`src/rtl/sfr_pkg.sv`:
```
package sfr_pkg;

  typedef enum logic [1:0] {
    ACT_BYTE    = 2'd0,
    ACT_TICK    = 2'd1,
    ACT_RELEASE = 2'd2,
    ACT_READ    = 2'd3
  } action_t;

  typedef enum logic [7:0] {
    PH_IDLE   = 8'b0000_0001,
    PH_HDR1   = 8'b0000_0010,
    PH_HDR2   = 8'b0000_0100,
    PH_LEN    = 8'b0000_1000,
    PH_CMD    = 8'b0001_0000,
    PH_DATA   = 8'b0010_0000,
    PH_CSUM_L = 8'b0100_0000,
    PH_CSUM_H = 8'b1000_0000
  } phase_t;

  localparam logic [2:0] REG_START       = 3'd0;
  localparam logic [2:0] REG_LONG_SECOND = 3'd1;
  localparam logic [2:0] REG_LONG_THIRD  = 3'd2;
  localparam logic [2:0] REG_SHORT_SEC   = 3'd3;
  localparam logic [2:0] REG_LEN_LIMIT   = 3'd4;
  localparam logic [2:0] REG_TIMEOUT     = 3'd5;

  localparam logic [6:0] LIMIT_MAX = 7'd64;

  typedef struct packed {
    logic [1:0] action;
    logic [7:0] rx_byte;
    logic       tx_busy;
    logic [5:0] read_index;
  } in_word_t;

  typedef struct packed {
    logic       frame_ready;
    logic       frame_done;
    logic       short_header;
    logic [7:0] command;
    logic [5:0] length;
    logic [7:0] read_data;
    logic [2:0] parser_state;
  } out_word_t;

  typedef struct packed {
    logic [7:0] start_byte;
    logic [7:0] long_second_byte;
    logic [7:0] long_third_byte;
    logic [7:0] short_second_byte;
    logic [6:0] length_limit;
    logic [7:0] timeout_ticks;
  } cfg_t;

  function automatic logic [2:0] phase_code(phase_t ph);
    logic [2:0] code;
    code = 3'd0;
    case (ph)
      PH_HDR1:   code = 3'd1;
      PH_HDR2:   code = 3'd2;
      PH_LEN:    code = 3'd3;
      PH_CMD:    code = 3'd4;
      PH_DATA:   code = 3'd5;
      PH_CSUM_L: code = 3'd6;
      PH_CSUM_H: code = 3'd7;
      default:   code = 3'd0;
    endcase
    return code;
  endfunction

endpackage

```
`src/rtl/sfr_cfg_regs.sv`:
```
module sfr_cfg_regs (
  input  logic               clk,
  input  logic               rst_n,
  input  logic               cfg_valid,
  output logic               cfg_ready,
  input  logic [2:0]         cfg_index,
  input  logic [7:0]         cfg_data,
  output sfr_pkg::cfg_t      cfg
);
  import sfr_pkg::*;

  cfg_t cfg_r;

  assign cfg_ready = 1'b1;
  assign cfg       = cfg_r;

  always_ff @(posedge clk) begin
    if (!rst_n) begin
      cfg_r.start_byte        <= 8'd69;
      cfg_r.long_second_byte  <= 8'd82;
      cfg_r.long_third_byte   <= 8'd84;
      cfg_r.short_second_byte <= 8'd72;
      cfg_r.length_limit      <= 7'd64;
      cfg_r.timeout_ticks     <= 8'd250;
    end else if (cfg_valid) begin
      case (cfg_index)
        REG_START:       cfg_r.start_byte        <= cfg_data;
        REG_LONG_SECOND: cfg_r.long_second_byte  <= cfg_data;
        REG_LONG_THIRD:  cfg_r.long_third_byte   <= cfg_data;
        REG_SHORT_SEC:   cfg_r.short_second_byte <= cfg_data;
        REG_LEN_LIMIT:   cfg_r.length_limit      <= cfg_data[6:0];
        REG_TIMEOUT:     cfg_r.timeout_ticks     <= cfg_data;
        default: ;
      endcase
    end
  end

endmodule

```
`src/rtl/serial_frame_receiver.sv`:
```
// The result word for an accepted input word is registered and presented in the next cycle.
// Throughput: one word per cycle while the output is not stalled; the parser state updates in a single pass.
// Input is taken whenever the output register is empty or being drained.
// Synchronous active-low reset idles the parser, clears the held flag and
// counters and restores register defaults; the payload store is not cleared.
module serial_frame_receiver #(
  parameter int PAYLOAD_DEPTH = 64
) (
  input  logic                clk,
  input  logic                rst_n,
  input  logic                in_valid,
  output logic                in_ready,
  input  sfr_pkg::in_word_t   in_word,
  output logic                out_valid,
  input  logic                out_ready,
  output sfr_pkg::out_word_t  out_word,
  input  logic                cfg_valid,
  output logic                cfg_ready,
  input  logic [2:0]          cfg_index,
  input  logic [7:0]          cfg_data
);
  import sfr_pkg::*;

  localparam int AW = (PAYLOAD_DEPTH > 2) ? $clog2(PAYLOAD_DEPTH) : 1;

  cfg_t cfg;

  sfr_cfg_regs u_cfg (
    .clk       (clk),
    .rst_n     (rst_n),
    .cfg_valid (cfg_valid),
    .cfg_ready (cfg_ready),
    .cfg_index (cfg_index),
    .cfg_data  (cfg_data),
    .cfg       (cfg)
  );

  phase_t      phase_r, phase_nxt;
  logic        short_r, short_nxt;
  logic [5:0]  len_r, len_nxt;
  logic [7:0]  cmd_r, cmd_nxt;
  logic [5:0]  fill_r, fill_nxt;
  logic [15:0] sum_r, sum_nxt;
  logic [7:0]  idle_r, idle_nxt;
  logic        held_r, held_nxt;
  logic        done;
  logic        wr_en;

  logic        out_valid_r;
  out_word_t   out_word_r;
  logic        rd_sel_r;
  logic [7:0]  rd_data_r;

  logic [7:0]  mem [PAYLOAD_DEPTH];

  logic        in_fire;
  logic [6:0]  lim;
  logic [15:0] csum;
  logic [8:0]  fill_ext, ridx_ext;
  logic [6:0]  fill_inc;
  logic        rd_hit;

  assign in_ready = !out_valid_r || out_ready;
  assign in_fire  = in_valid && in_ready;

  assign lim      = (cfg.length_limit > LIMIT_MAX) ? LIMIT_MAX : cfg.length_limit;
  assign csum     = ~sum_r;
  assign fill_ext = {3'b000, fill_r};
  assign ridx_ext = {3'b000, in_word.read_index};
  assign fill_inc = {1'b0, fill_r} + 7'd1;
  assign rd_hit   = (in_word.action == ACT_READ) && (ridx_ext < 9'(PAYLOAD_DEPTH));

  always_comb begin
    phase_nxt = phase_r;
    short_nxt = short_r;
    len_nxt   = len_r;
    cmd_nxt   = cmd_r;
    fill_nxt  = fill_r;
    sum_nxt   = sum_r;
    idle_nxt  = idle_r;
    held_nxt  = held_r;
    done      = 1'b0;
    wr_en     = 1'b0;
    case (in_word.action)
      ACT_BYTE: begin
        if (held_r || in_word.tx_busy) begin
          phase_nxt = PH_IDLE;
        end else begin
          idle_nxt = 8'd0;
          case (phase_r)
            PH_HDR1: begin
              if (in_word.rx_byte == cfg.short_second_byte) begin
                phase_nxt = PH_LEN;
                short_nxt = 1'b1;
              end else if (in_word.rx_byte == cfg.long_second_byte) begin
                phase_nxt = PH_HDR2;
              end else begin
                phase_nxt = PH_IDLE;
              end
            end
            PH_HDR2: begin
              short_nxt = 1'b0;
              phase_nxt = (in_word.rx_byte == cfg.long_third_byte) ? PH_LEN : PH_IDLE;
            end
            PH_LEN: begin
              if (in_word.rx_byte == 8'd0 || in_word.rx_byte >= {1'b0, lim}) begin
                phase_nxt = PH_IDLE;
              end else begin
                len_nxt   = in_word.rx_byte[5:0];
                sum_nxt   = {8'd0, in_word.rx_byte};
                phase_nxt = PH_CMD;
              end
            end
            PH_CMD: begin
              cmd_nxt   = in_word.rx_byte;
              fill_nxt  = 6'd0;
              sum_nxt   = sum_r + {8'd0, in_word.rx_byte};
              phase_nxt = PH_DATA;
            end
            PH_DATA: begin
              wr_en     = fill_ext < 9'(PAYLOAD_DEPTH);
              fill_nxt  = fill_inc[5:0];
              sum_nxt   = sum_r + {8'd0, in_word.rx_byte};
              phase_nxt = (fill_inc < {1'b0, len_r}) ? PH_DATA : PH_CSUM_L;
            end
            PH_CSUM_L: begin
              phase_nxt = (in_word.rx_byte == csum[7:0]) ? PH_CSUM_H : PH_IDLE;
            end
            PH_CSUM_H: begin
              if (in_word.rx_byte == csum[15:8]) begin
                held_nxt = 1'b1;
                done     = 1'b1;
              end
              phase_nxt = PH_IDLE;
            end
            default: begin
              phase_nxt = (in_word.rx_byte == cfg.start_byte) ? PH_HDR1 : PH_IDLE;
            end
          endcase
        end
      end
      ACT_TICK: begin
        if (idle_r < cfg.timeout_ticks) idle_nxt = idle_r + 8'd1;
        else phase_nxt = PH_IDLE;
      end
      ACT_RELEASE: begin
        held_nxt = 1'b0;
      end
      default: ;
    endcase
  end

  always_ff @(posedge clk) begin
    if (!rst_n) begin
      phase_r     <= PH_IDLE;
      short_r     <= 1'b0;
      len_r       <= 6'd0;
      cmd_r       <= 8'd0;
      fill_r      <= 6'd0;
      sum_r       <= 16'd0;
      idle_r      <= 8'd0;
      held_r      <= 1'b0;
      out_valid_r <= 1'b0;
    end else begin
      if (in_fire) begin
        phase_r <= phase_nxt;
        short_r <= short_nxt;
        len_r   <= len_nxt;
        cmd_r   <= cmd_nxt;
        fill_r  <= fill_nxt;
        sum_r   <= sum_nxt;
        idle_r  <= idle_nxt;
        held_r  <= held_nxt;
      end
      if (in_fire) out_valid_r <= 1'b1;
      else if (out_ready) out_valid_r <= 1'b0;
    end
  end

  // result word fields; read data comes from the store's read register, zeroed unless the read index hit the store
  always_ff @(posedge clk) begin
    if (in_fire) begin
      out_word_r.frame_ready  <= held_nxt;
      out_word_r.frame_done   <= done;
      out_word_r.short_header <= short_nxt;
      out_word_r.command      <= cmd_nxt;
      out_word_r.length       <= len_nxt;
      out_word_r.read_data    <= 8'd0;
      out_word_r.parser_state <= phase_code(phase_nxt);
      rd_sel_r                <= rd_hit;
    end
  end

  always_ff @(posedge clk) begin
    if (in_fire && wr_en) mem[fill_ext[AW-1:0]] <= in_word.rx_byte;
  end

  always_ff @(posedge clk) begin
    if (in_fire) rd_data_r <= mem[ridx_ext[AW-1:0]];
  end

  assign out_valid = out_valid_r;

  always_comb begin
    out_word           = out_word_r;
    out_word.read_data = rd_sel_r ? rd_data_r : 8'd0;
  end

  a_phase_onehot: assert property (@(posedge clk) disable iff (!rst_n)
    $onehot(phase_r))
    else $error("parser phase not one-hot");

  a_done_held: assert property (@(posedge clk) disable iff (!rst_n)
    out_valid && out_word.frame_done |->
      out_word.frame_ready && out_word.parser_state == phase_code(PH_IDLE))
    else $error("frame done without held frame");

  a_blocked_byte: assert property (@(posedge clk) disable iff (!rst_n)
    in_fire && in_word.action == ACT_BYTE && held_r |=> phase_r == PH_IDLE && held_r)
    else $error("byte while frame held did not reset parser");

  a_done_source: assert property (@(posedge clk) disable iff (!rst_n)
    in_fire && !(in_word.action == ACT_BYTE && phase_r == PH_CSUM_H) |=> !out_word_r.frame_done)
    else $error("frame done outside checksum high byte");

endmodule
```
`config.mk`:
```
export PLATFORM = sky130hd
export DESIGN_NAME = serial_frame_receiver
export DESIGN_NICKNAME = d
export VERILOG_FILES = /design/src/rtl/sfr_pkg.sv /design/src/rtl/sfr_cfg_regs.sv /design/src/rtl/serial_frame_receiver.sv
export SDC_FILE = /design/constraint.sdc
export NUM_CORES = 1
export LEC_CHECK = 0
export ABC_AREA = 0
export BUFFER_PORTS_ARGS = -buffer_cell sky130_fd_sc_hd__buf_2
export CELL_PAD_IN_SITES_DETAIL_PLACEMENT = 0
export CELL_PAD_IN_SITES_GLOBAL_PLACEMENT = 1
export CORE_MARGIN = 8
export CORE_UTILIZATION = 40
export CTS_CLUSTER_SIZE = 28
export DETAILED_ROUTE_END_ITERATION = 6
export PLACE_DENSITY = 0.62
export SLEW_MARGIN = 20
export SYNTH_ARGS = -nofsm -noshare
export SYNTH_HDL_FRONTEND = slang
export SYNTH_SLANG_ARGS = --single-unit
```
`constraint.sdc`:
```
create_clock -name clk -period 4.2 [get_ports clk]
set_clock_uncertainty 0.05 [all_clocks]
set_input_delay 0.42 -clock clk [delete_from_list [all_inputs] [get_ports clk]]
set_output_delay 0.42 -clock clk [all_outputs]
set_load 0.01 [all_outputs]
```
==> results by group, run 1 <==
Setup path
  • CP endpoint kind: flip-flop
  • Worst-path maximum fanout: 8
  • Crit path launch: fill_r[0]$_SDFFE_PN0P_
  • R2r worst-path depth: 10
  • FF-to-FF End: out_word[2]$_DFFE_PP_
  • Crit path max-delay family: compound AO/OA/AOI/OAI gates
  • CP max stage delay: 630 ps
  • Slowest-stage cell, CP: a2111oi_2
  • Worst Path Required: 4580 ps
  • Reg2Reg Setup Slack: 780 ps
  • CP Launch Type: flip-flop
  • R2r startpoint: fill_r[0]$_SDFFE_PN0P_
  • CP arrival: 3800 ps
  • CP bufs+invs: 0
  • Critical path type: flip-flop to flip-flop
  • Worst-path cell chain: ha_1 -> nand3_1 -> xnor2_1 -> ha_1 -> nand3_1 -> a2bb2oi_1 -> a2111oi_2 -> nor2_1 -> or3_1 -> a311oi_1

Placement
  • Final RePlAce weighted congestion: 0.806
  • Inst Count DP: 2559
  • DP HPWL: 45000 µm
  • Buffers on Ports: 62

Power and ir drop
  • Max rail drop VDD: 0.000260 V
  • PD cells: 440 nW/µm²
  • Leakage: 10.1 nW

Logic synthesis
  • Synth Register Bits: 643
  • Top_reg_cell synth: edfxtp_1
  • Post-synth top area share: 60.7%
  • Asr flop ratio synth: 0%
  • Cell taking the most area after synthesis: edfxtp_1
  • Largest family of logic cells by synthesized area: multiplexers
  • Post-synthesis sequential area ratio: 68.4%
  • Compound-Gate Fraction of Synth Area: 3.96%
  • Syn Std Cell Area: 26700 µm²
  • Ys Warns: 0
  • Post-Synth Adder-Cell Area: 1.43%
  • Syn nets: 1680
  • Post-synth EDFFs: 541
  • Post-synthesis cell count: 1617
  • Synth unique cells: 67
  • Syn Area/Cell: 16.5 µm²
  • Post-synthesis mux area share: 15.3%
  • Top post-synthesis cells by area: edfxtp_1 (61%), mux4_2 (14%), dfxtp_1 (7.6%)
  • Post-synthesis xor/xnor area fraction: 1.97%
  • Synth Area in Simple Gates: 7.21%

Die
  • Die W: 275 µm
  • Row cnt: 95
  • Core area: 66700 µm²
  • Die Height: 275 µm
  • I/O pins: 64
  • Initial Util: 40.1%
  • Die area: 75400 µm²

Global route
  • Total grt overflow: 0
  • First-pass GRT wire length: 102000 µm
  • Global Route Usage Sum: 18.2%
  • Initial antenna violation count: 1
  • Largest net degree at the start of global routing: 66
  • Vias in the first global route: 15208

CTS
  • CTS tree: yes
  • Clk buf depth: 3
  • Post-cts resize count: 0
  • Clk pin slew, worst setup/hold paths: 60 ps
  • CTS root buf: clkbuf_16
  • H-tree Lvls: 3
  • Clock latency on the worst-skew pair: 620 ps
  • CTS sink count: 643
  • Hold_buf cts: 1
  • Post-CTS Setup Repair Bufs: 0
  • CTS buffer count: 69

Final layout
  • Synth-to-Final Area Change: 14.7%
  • Fraction of layout cells with a size suffix above 1: 24.7%
  • FF/Latch Area: 18300 µm²
  • Fillers: 5736
  • Non-filler cells, final: 2684
  • Nets: 1821
  • Area of the multi-input gates: 7990 µm²

STA
  • Final Setup Violations: 0
  • Final Hold Vio Count: 0
  • Max Slew Vio Count: 0
  • Rel. slew slack: 33.7%
  • Tightest Pin Transition: 995 ps
  • RSZ-0062 raised after global routing: no
  • Tcrit/Tclk final: 81.5%
  • Max Clk Rate: 0.292 GHz
  • Setup TNS: 0 ps
  • Minimum clock period: 3420 ps

Detailed routing
  • Vias: 14786
  • DR DRC count: 0
  • Remaining antenna violation count after routing: 0
  • Final wirelength: 67400 µm
  • Vias per cell: 5.51
  • Pre-antenna DRT Iters: 5
  • Drt wl/cell: 25.1 µm
  • Initial drt markers: 1208

Min path
  • HP Class: input pin to flip-flop
  • Worst hold stages: 3
  • Hold Path Sink: out_valid$_SDFFE_PN0P_
  • Hold_sp: out_ready

Flow run
  • Max-Cap Viols: 0

Outcome
  • Status: finished clean
==> per-stage QoR <==
stage	worst slack [ps]	utilization, %	hold WS [ps]	cell area (µm²)	power, W
6_report	777	46.0	79.5	30700	0.0135
5_1_grt	607	46.0	83.0	30700	0.0139
4_1_cts	813	46.0	42.9	30700	0.0136
3_5_place_dp	764	42.8	397	28500	0.00792
3_3_place_gp	817	42.8	388	28500	0.00791
2_1_floorplan	1300	-	382	26700	0.00757
==> worst min-delay path: stages <==
cell	delay (ps)
buf_2	70
nand2b_1	120
a21oi_1	70
==> layer usage <==
layer / GRT usage [%] / part of all wire (%) / up-vias
met2: 30.4 / 50 / 383
met5: 0 / 0 / -
met4: 4.88 / 1.9 / 0
met1: 24.7 / 43 / 7703
li1: - / - / 6627
met3: 3.15 / 4.9 / 73
==> layout by cell type (no fill, tap or decap), types with 8 or more instances in the layout <==
cell       Yosys  routed
clkinv_1       0      10
nor3_1        20      20
buf_4          2      86
dfxtp_1      102     102
inv_1         27      25
nor2_1       152     152
o211ai_1      16      16
mux2i_1       17      17
a21o_1         8       8
nand2b_1       9       9
a211oi_1      23      23
a21oi_1       46      46
buf_2         26      60
and2_1        13      13
o21ai_0       25      25
clkinv_2       0      14
xor2_1        26      26
edfxtp_1     541     541
or3_1          8       8
nand2_1      126     126
ha_1          29      29
xnor2_1       34      34
clkbuf_1      48      15
clkbuf_16      0      70
nand4_1       14      14
nand3_1       27      27
mux4_2       168     168
mux2_2        12      12
==> Yosys cell counts (all sizes together), types with 9 or more instances <==
master / count
edfxtp: 541
dfxtp: 102
xnor2: 34
and2: 13
clkbuf: 48
nand2b: 9
mux4: 168
nand3: 28
o21ai: 25
nor2: 152
nor4: 9
ha: 29
o211ai: 16
a211oi: 23
inv: 27
mux2: 12
nand2: 127
nor3: 20
mux2i: 17
a21oi: 46
nand4: 14
buf: 35
xor2: 26
==> sequential cells by signal (all words and copies together) (netlist names) <==
register	count
mem	512
rd_sel_r	1
len_r	6
cmd_r	8
out_valid	1
fill_r	6
phase_r	8
short_r	1
rd_data_r	8
sum_r	16
u_cfg.cfg	47
held_r	1
out_word	20
idle_r	8
==> area by class of cell <==
class	instances	share of cell area, %
multi-input cells	864	26.1
diodes	2	0.0163
well taps	873	3.56
repair buffers	153	3.49
flip-flops and latches	643	59.6
clock buffers	85	5.90
inverters	27	0.330
clock inverters	37	1.01
==> logic make-up after synthesis <==
| group | Yosys count |
|---|---|
| flip-flops | 643 |
| AND/OR/NAND/NOR | 416 |
| multiplexers | 197 |
| AO/OA/AOI/OAI | 160 |
| buffers and inverters | 110 |
| XOR/XNOR | 60 |
| adder cells (fa/ha/maj) | 30 |
| other | 1 |
==> power by group <==
part / total [W] / switching (W) / leakage [nW] / internal, W
clock network: 0.00572 / 0.00250 / 1.04 / 0.00322
registers: 0.00699 / 0.0000358 / 5.72 / 0.00696
logic: 0.000778 / 0.000472 / 3.34 / 0.000307
==> worst max path at each step <==
stage | cells after the start | endpoint
global placement | 10 | sum_r[2]$_SDFFE_PN0P_
CTS | 10 | out_word[2]$_DFFE_PP_
detailed placement | 10 | sum_r[2]$_SDFFE_PN0P_
global route | 10 | out_word[2]$_DFFE_PP_
finish | 10 | out_word[2]$_DFFE_PP_
floorplan | 10 | out_word[2]$_DFFE_PP_
Note: power is estimated with default switching activity, not from simulation.
==> inputs of run 2 (changes only) <==
clock period = 3.3 ns   (was 4.2 ns; I/O delays follow)
==> results by group, run 2 (synthesis results as in run 1) <==
Outcome
  • Status: finished clean

Global route
  • Initial antenna violation count: 4 (+3)
  • Global routing usage on met3: 3.52% (+0.37 points)
  • Largest net degree at the start of global routing: 67 (+1.5%)
  • Layer with the highest usage: met2
  • Total grt overflow: 0 (unchanged)
  • Global Route Usage Sum: 18.0% (-0.20 points)
  • First-pass GRT wire length: 100000 µm (-1.6%)
  • Vias in the first global route: 15235 (+0.18%)
  • Grt met1 use: 24.7% (about the same)
  • Met2 usage: 29.2% (-1.1 points)

Setup path
  • R2r worst-path depth: 11 (+1)
  • CP endpoint kind: flip-flop
  • Crit path max-delay family: simple AND/OR/NAND/NOR gates
  • Worst-path cell chain: buf_4 -> nand3_1 -> nor2_1 -> xor2_1 -> ha_1 -> nand3_1 -> a2bb2oi_2 -> a2111oi_4 -> nor2_1 -> or3_1 -> a311oi_1
  • Worst Path Required: 3670 ps (-910 ps)
  • Slowest-stage cell, CP: a2111oi_4
  • Worst-path maximum fanout: 7 (-1)
  • CP arrival: 3370 ps (-430 ps)
  • R2r startpoint: fill_r[0]$_SDFFE_PN0P_
  • CP Launch Type: flip-flop
  • CP max stage delay: 440 ps (-190 ps)
  • Critical path type: flip-flop to flip-flop
  • Reg2Reg Setup Slack: 300 ps (-480 ps)
  • CP bufs+invs: 1 (+1)
  • FF-to-FF End: out_word[2]$_DFFE_PP_

Final layout
  • Fillers: 5710 (-0.45%)
  • Final Util: 46.9% (+0.94 points)
  • Max FFs per register: 512 (unchanged)
  • Fraction of layout cells with a size suffix above 1: 26.6% (+1.9 points)
  • Synth-to-Final Area Change: 17.0%
  • Most frequent cells in the layout: edfxtp_1 (541), mux4_2 (168), nor2_1 (152)
  • Nets: 1870 (+2.7%)
  • Area of the multi-input gates: 8020 µm² (+0.33%)
  • Final instance area: 31300 µm² (+2.0%)
  • Most common cell after layout, fill and taps aside: edfxtp_1
  • FF/Latch Area: 18300 µm² (unchanged)

STA
  • Tcrit/Tclk final: 90.9% (+9.4 points)
  • Setup TNS: 0 ps (unchanged)
  • Minimum clock period: 3000 ps (-425 ps)
  • Final Hold Vio Count: 0 (unchanged)
  • Max Clk Rate: 0.334 GHz (+14%)
  • Max Slew Vio Count: 0 (unchanged)
  • Rel. slew slack: 32.0% (-1.7 points)
  • RSZ-0062 raised after global routing: no
  • Tightest Pin Transition: 1010 ps (+17.0 ps)
  • Final Setup Violations: 0 (unchanged)
  • Final Hold Slack: 96.3 ps (+16.8 ps)

Min path
  • Hold_sp: in_word[7]
  • HP Class: input pin to flip-flop
  • Hold Path Sink: mem[12][0]$_DFFE_PP_
  • Worst hold stages: 1 (-2)

CTS
  • H-tree Lvls: 3 (unchanged)
  • CTS tree: yes
  • Clk buf depth: 3 (unchanged)
  • Clk pin slew, worst setup/hold paths: 60 ps (about the same)
  • Post-CTS Setup Repair Bufs: 0 (unchanged)
  • Clock latency on the worst-skew pair: 610 ps (about the same)
  • CTS root buf: clkbuf_16
  • CTS sink count: 643 (unchanged)
  • CTS buffer count: 70 (+1.4%)

Power and ir drop
  • Final Power: 0.0177 W (+31%)
  • NetSw: 0.00391 W (+30%)
  • PD cells: 566 nW/µm² (+29%)
  • Max rail drop VDD: 0.000345 V (+33%)
  • Power share of the combinational group: 5.7% (about the same)
  • Leakage: 10.4 nW (+3.4%)
  • Sw frac: 22.1% (-0.23 points)
  • Reg power frac: 50.2% (-1.6 points)
  • Clock power frac: 44.1% (+1.7 points)
  • Int Power: 0.0138 W (+32%)

Placement
  • DP HPWL: 44300 µm (-1.5%)
  • Post-Place Cell Area: 28900 µm² (+1.2%)
  • Final RePlAce weighted congestion: 0.825 (+2.3%)
  • Buffers on Ports: 62 (unchanged)

Die
  • Die W: 275 µm (unchanged)
  • Initial Util: 40.1% (unchanged)
  • Die Height: 275 µm (unchanged)
  • I/O pins: 64 (unchanged)
  • Row cnt: 95 (unchanged)
  • Die area: 75400 µm² (unchanged)
  • Core area: 66700 µm² (unchanged)

Detailed routing
  • Remaining antenna violation count after routing: 0 (unchanged)
  • Initial drt markers: 1270 (+5.1%)
  • Pre-antenna DRT Iters: 7 (+2)
  • Vias per cell: 5.42 (-1.6%)
  • Drt wl/cell: 24.6 µm (-2.1%)
  • Vias: 14837 (+0.34%)
  • DR DRC count: 0 (unchanged)
  • Final wirelength: 67300 µm (-0.15%)

Flow run
  • Max-Cap Viols: 0 (unchanged)
## run 2: metrics by stage
| step | instances | setup WS, ps |
|---|---|---|
| 3_5_place_dp | 2598 | 192 |
| 4_1_cts | 2735 | 140 |
| 3_3_place_gp | 2598 | 219 |
| 6_report | 2738 | 302 |
| 2_1_floorplan | 1617 | 404 |
| 5_1_grt | 2736 | 97.8 |
## run 2: how the worst max path moves through the flow
stage	startpoint	to	slack (ps)	cells after the start
2_1_floorplan	fill_r[0]$_SDFFE_PN0P_	out_word[2]$_DFFE_PP_	400	10
3_3_place_gp	fill_r[0]$_SDFFE_PN0P_	out_word[2]$_DFFE_PP_	220	10
3_5_place_dp	fill_r[0]$_SDFFE_PN0P_	out_word[2]$_DFFE_PP_	190	10
4_1_cts	fill_r[0]$_SDFFE_PN0P_	out_word[2]$_DFFE_PP_	140	10
5_1_grt	fill_r[0]$_SDFFE_PN0P_	out_word[2]$_DFFE_PP_	100	10
6_report	fill_r[0]$_SDFFE_PN0P_	out_word[2]$_DFFE_PP_	300	11
## run 2: what timing repair did
action | 4_1_cts | 5_1_grt
endpoints found under the setup margin | 0 | 1
hold endpoints to repair | 29 | 0
gates resized for setup | 0 | 3
hold buffers | 10 | 0
## run 2: worst reg2reg max path: stages (launching register included)
cell and delay [ps]:
dfxtp_1 330, buf_4 140, nand3_1 160, nor2_1 170, xor2_1 100, ha_1 320, nand3_1 90, a2bb2oi_2 180
a2111oi_4 440, nor2_1 150, or3_1 390, a311oi_1 290
## run 2: layer usage
layer	up-vias	share of wire, %
met3	84	5.4
met1	7679	45
li1	6731	-
met4	0	2.1
met2	343	48
met5	-	0
## run 2: power groups by stage
stage	registers [W]	logic, W	clock network, W
4_1_cts	0.00889	0.00103	0.00798
2_1_floorplan	0.00905	0.000586	0
3_3_place_gp	0.00906	0.00101	0
6_report	0.00889	0.00102	0.00781
5_1_grt	0.00890	0.00110	0.00828
3_5_place_dp	0.00906	0.00102	0
## run 2: final cells by class
type	count	share of cell area [%]
inverters	27	0.324
multi-input cells	864	25.6
diodes	3	0.0240
well taps	873	3.49
clock inverters	42	1.45
repair buffers	201	4.80
clock buffers	85	5.85
flip-flops and latches	643	58.4
==> inputs of run 3 (changes only) <==
REMOVE_ABC_BUFFERS = 1   (was unset)
==> results by group, run 3 (synthesis results as in run 1) <==
STA
  • Final Setup Violations: 0 (unchanged)
  • Final Hold Vio Count: 0 (unchanged)
  • Minimum clock period: 3130 ps (+135 ps)
  • RSZ-0062 raised after global routing: yes
  • Max Clk Rate: 0.319 GHz (-4.3%)
  • Tcrit/Tclk final: 94.9% (+4.1 points)
  • Setup TNS: 0 ps (unchanged)
  • Tightest Pin Transition: 1030 ps (+20.1 ps)
  • Max Slew Vio Count: 0 (unchanged)
  • Rel. slew slack: 31.0% (-1.1 points)

Power and ir drop
  • PD cells: 579 nW/µm² (+2.3%)
  • Final Power: 0.0182 W (+2.6%)
  • Max rail drop VDD: 0.000393 V (+14%)
  • Leakage: 10.5 nW (+0.58%)

Detailed routing
  • Drt wl/cell: 25.0 µm (+1.7%)
  • Initial drt markers: 1227 (-3.4%)
  • Pre-antenna DRT Iters: 4 (-3)
  • Vias: 14884 (+0.32%)
  • Final wirelength: 68300 µm (+1.5%)
  • DR DRC count: 0 (unchanged)
  • Remaining antenna violation count after routing: 0 (unchanged)
  • Vias per cell: 5.45 (+0.57%)

Final layout
  • Final instance area: 31400 µm² (+0.34%)
  • Antenna cells: 0 (-3)
  • Most frequent cells in the layout: edfxtp_1 (541), mux4_2 (168), nor2_1 (152)
  • Non-filler cells, final: 2731 (-0.26%)
  • Max FFs per register: 512 (unchanged)
  • Nets: 1864 (-0.32%)
  • Most common cell after layout, fill and taps aside: edfxtp_1
  • Final Util: 47.1% (+0.16 points)
  • Fraction of layout cells with a size suffix above 1: 26.7% (+0.16 points)
  • Synth-to-Final Area Change: 17.4%

CTS
  • H-tree Lvls: 3 (unchanged)
  • Clk pin slew, worst setup/hold paths: 60 ps (about the same)
  • CTS tree: yes
  • CTS root buf: clkbuf_16
  • Post-CTS Setup Repair Bufs: 0 (unchanged)
  • Clock latency on the worst-skew pair: 610 ps (about the same)
  • CTS sink count: 643 (unchanged)
  • CTS buffer count: 70 (unchanged)
  • Clk buf depth: 3 (unchanged)

Min path
  • Hold_sp: cfg_index[2]
  • Hold Path Sink: u_cfg.cfg[38]$_SDFFE_PN0P_
  • HP Class: input pin to flip-flop
  • Worst hold stages: 4 (+3)

Placement
  • Inst Count DP: 2592 (-0.23%)
  • Final RePlAce weighted congestion: 0.847 (+2.7%)
  • Buffers on Ports: 62 (unchanged)
  • Post-Place Cell Area: 28800 µm² (-0.11%)
  • DP HPWL: 45600 µm (+2.9%)

Global route
  • First-pass GRT wire length: 103000 µm (+2.4%)
  • Met2 usage: 30.2% (+0.97 points)
  • Largest net degree at the start of global routing: 57 (-15%)
  • Layer with the highest usage: met2
  • Global routing usage on met3: 3.07% (-0.45 points)
  • Initial antenna violation count: 1 (-3)
  • Global Route Usage Sum: 18.3% (+0.30 points)
  • Vias in the first global route: 15432 (+1.3%)
  • Total grt overflow: 0 (unchanged)
  • Grt met1 use: 25.3% (+0.63 points)

Die
  • Initial Util: 40.1% (unchanged)
  • Row cnt: 95 (unchanged)
  • Core area: 66700 µm² (unchanged)
  • Die W: 275 µm (unchanged)
  • Die Height: 275 µm (unchanged)
  • I/O pins: 64 (unchanged)
  • Die area: 75400 µm² (unchanged)

Setup path
  • FF-to-FF End: mem[42][4]$_DFFE_PP_
  • CP Launch Type: flip-flop
  • R2r startpoint: phase_r[0]$_SDFFE_PN1P_
  • CP endpoint kind: flip-flop
  • Critical path type: flip-flop to flip-flop
  • Worst Path Required: 3560 ps (-110 ps)
  • R2r worst-path depth: 7 (-4)
  • CP arrival: 3390 ps (+20 ps)
  • Worst-path maximum fanout: 12 (+5)
  • Reg2Reg Setup Slack: 170 ps (-130 ps)

Outcome
  • Status: finished clean

Flow run
  • Max-Cap Viols: 0 (unchanged)
-- run 3: changes by cell type in the layout (fill, tap and decap cells not counted), sizes merged --
cell,previous run,this run
diode,3,0
bufinv,7,11
clkinv,29,31
buf,190,184
clkbuf,86,82
-- run 3: what timing repair did --
| item | CTS | global route |
|---|---|---|
| setup endpoints to repair | 0 | 38 |
| gates resized for setup | 0 | 2 |
| endpoints found under the hold margin | 22 | 0 |
| hold buffers | 10 | 0 |
-- run 3: metal layers --
layer	wire, µm	vias to the layer above
li1	-	6730
met1	30800	7721
met2	33200	337
met3	2860	94
met4	1420	2
met5	13	-
-- run 3: area by class of cell --
class	count	area [µm²]
clock inverter	48	566
sequential	643	18300
timing repair buffer	195	1470
tap	873	1090
multi-input combinational	864	8010
inverter	27	101
fill	5715	35300
clock buffer	81	1880
-- run 3: worst max-delay path by stage --
stage,start,endpoint,slack (ps)
2_1_floorplan,out_ready,mem[38][0]$_DFFE_PP_,-1290
3_3_place_gp,in_word[12],out_word[0]$_DFFE_PP_,130
3_5_place_dp,phase_r[0]$_SDFFE_PN1P_,mem[42][4]$_DFFE_PP_,130
4_1_cts,phase_r[0]$_SDFFE_PN1P_,mem[42][4]$_DFFE_PP_,100
5_1_grt,phase_r[0]$_SDFFE_PN1P_,mem[42][7]$_DFFE_PP_,-50
6_report,phase_r[0]$_SDFFE_PN1P_,mem[42][4]$_DFFE_PP_,170
-- run 3: worst max-delay path, stage by stage (launching register included) --
cell	delay (ps)
dfxtp_1	360
or4_4	600
nor4_2	300
buf_4	220
nor2b_1	300
nand2_1	470
nor2_1	320
buf_4	210
-- run 3: stage by stage --
stage                     hold WS [ps]  worst slack (ps)
final                              110               167
after global routing              92.7             -45.2
after CTS                         82.0              97.2
after detailed placement           393               129
after global placement             389               131
after floorplan                    342             -1290
-- run 3: power by group --
group	internal (W)	total (W)	leakage, nW	switching, W
Clock	0.00498	0.00826	1.21	0.00328
Sequential	0.00885	0.00889	5.72	0.0000396
Combinational	0.000412	0.00103	3.57	0.000620
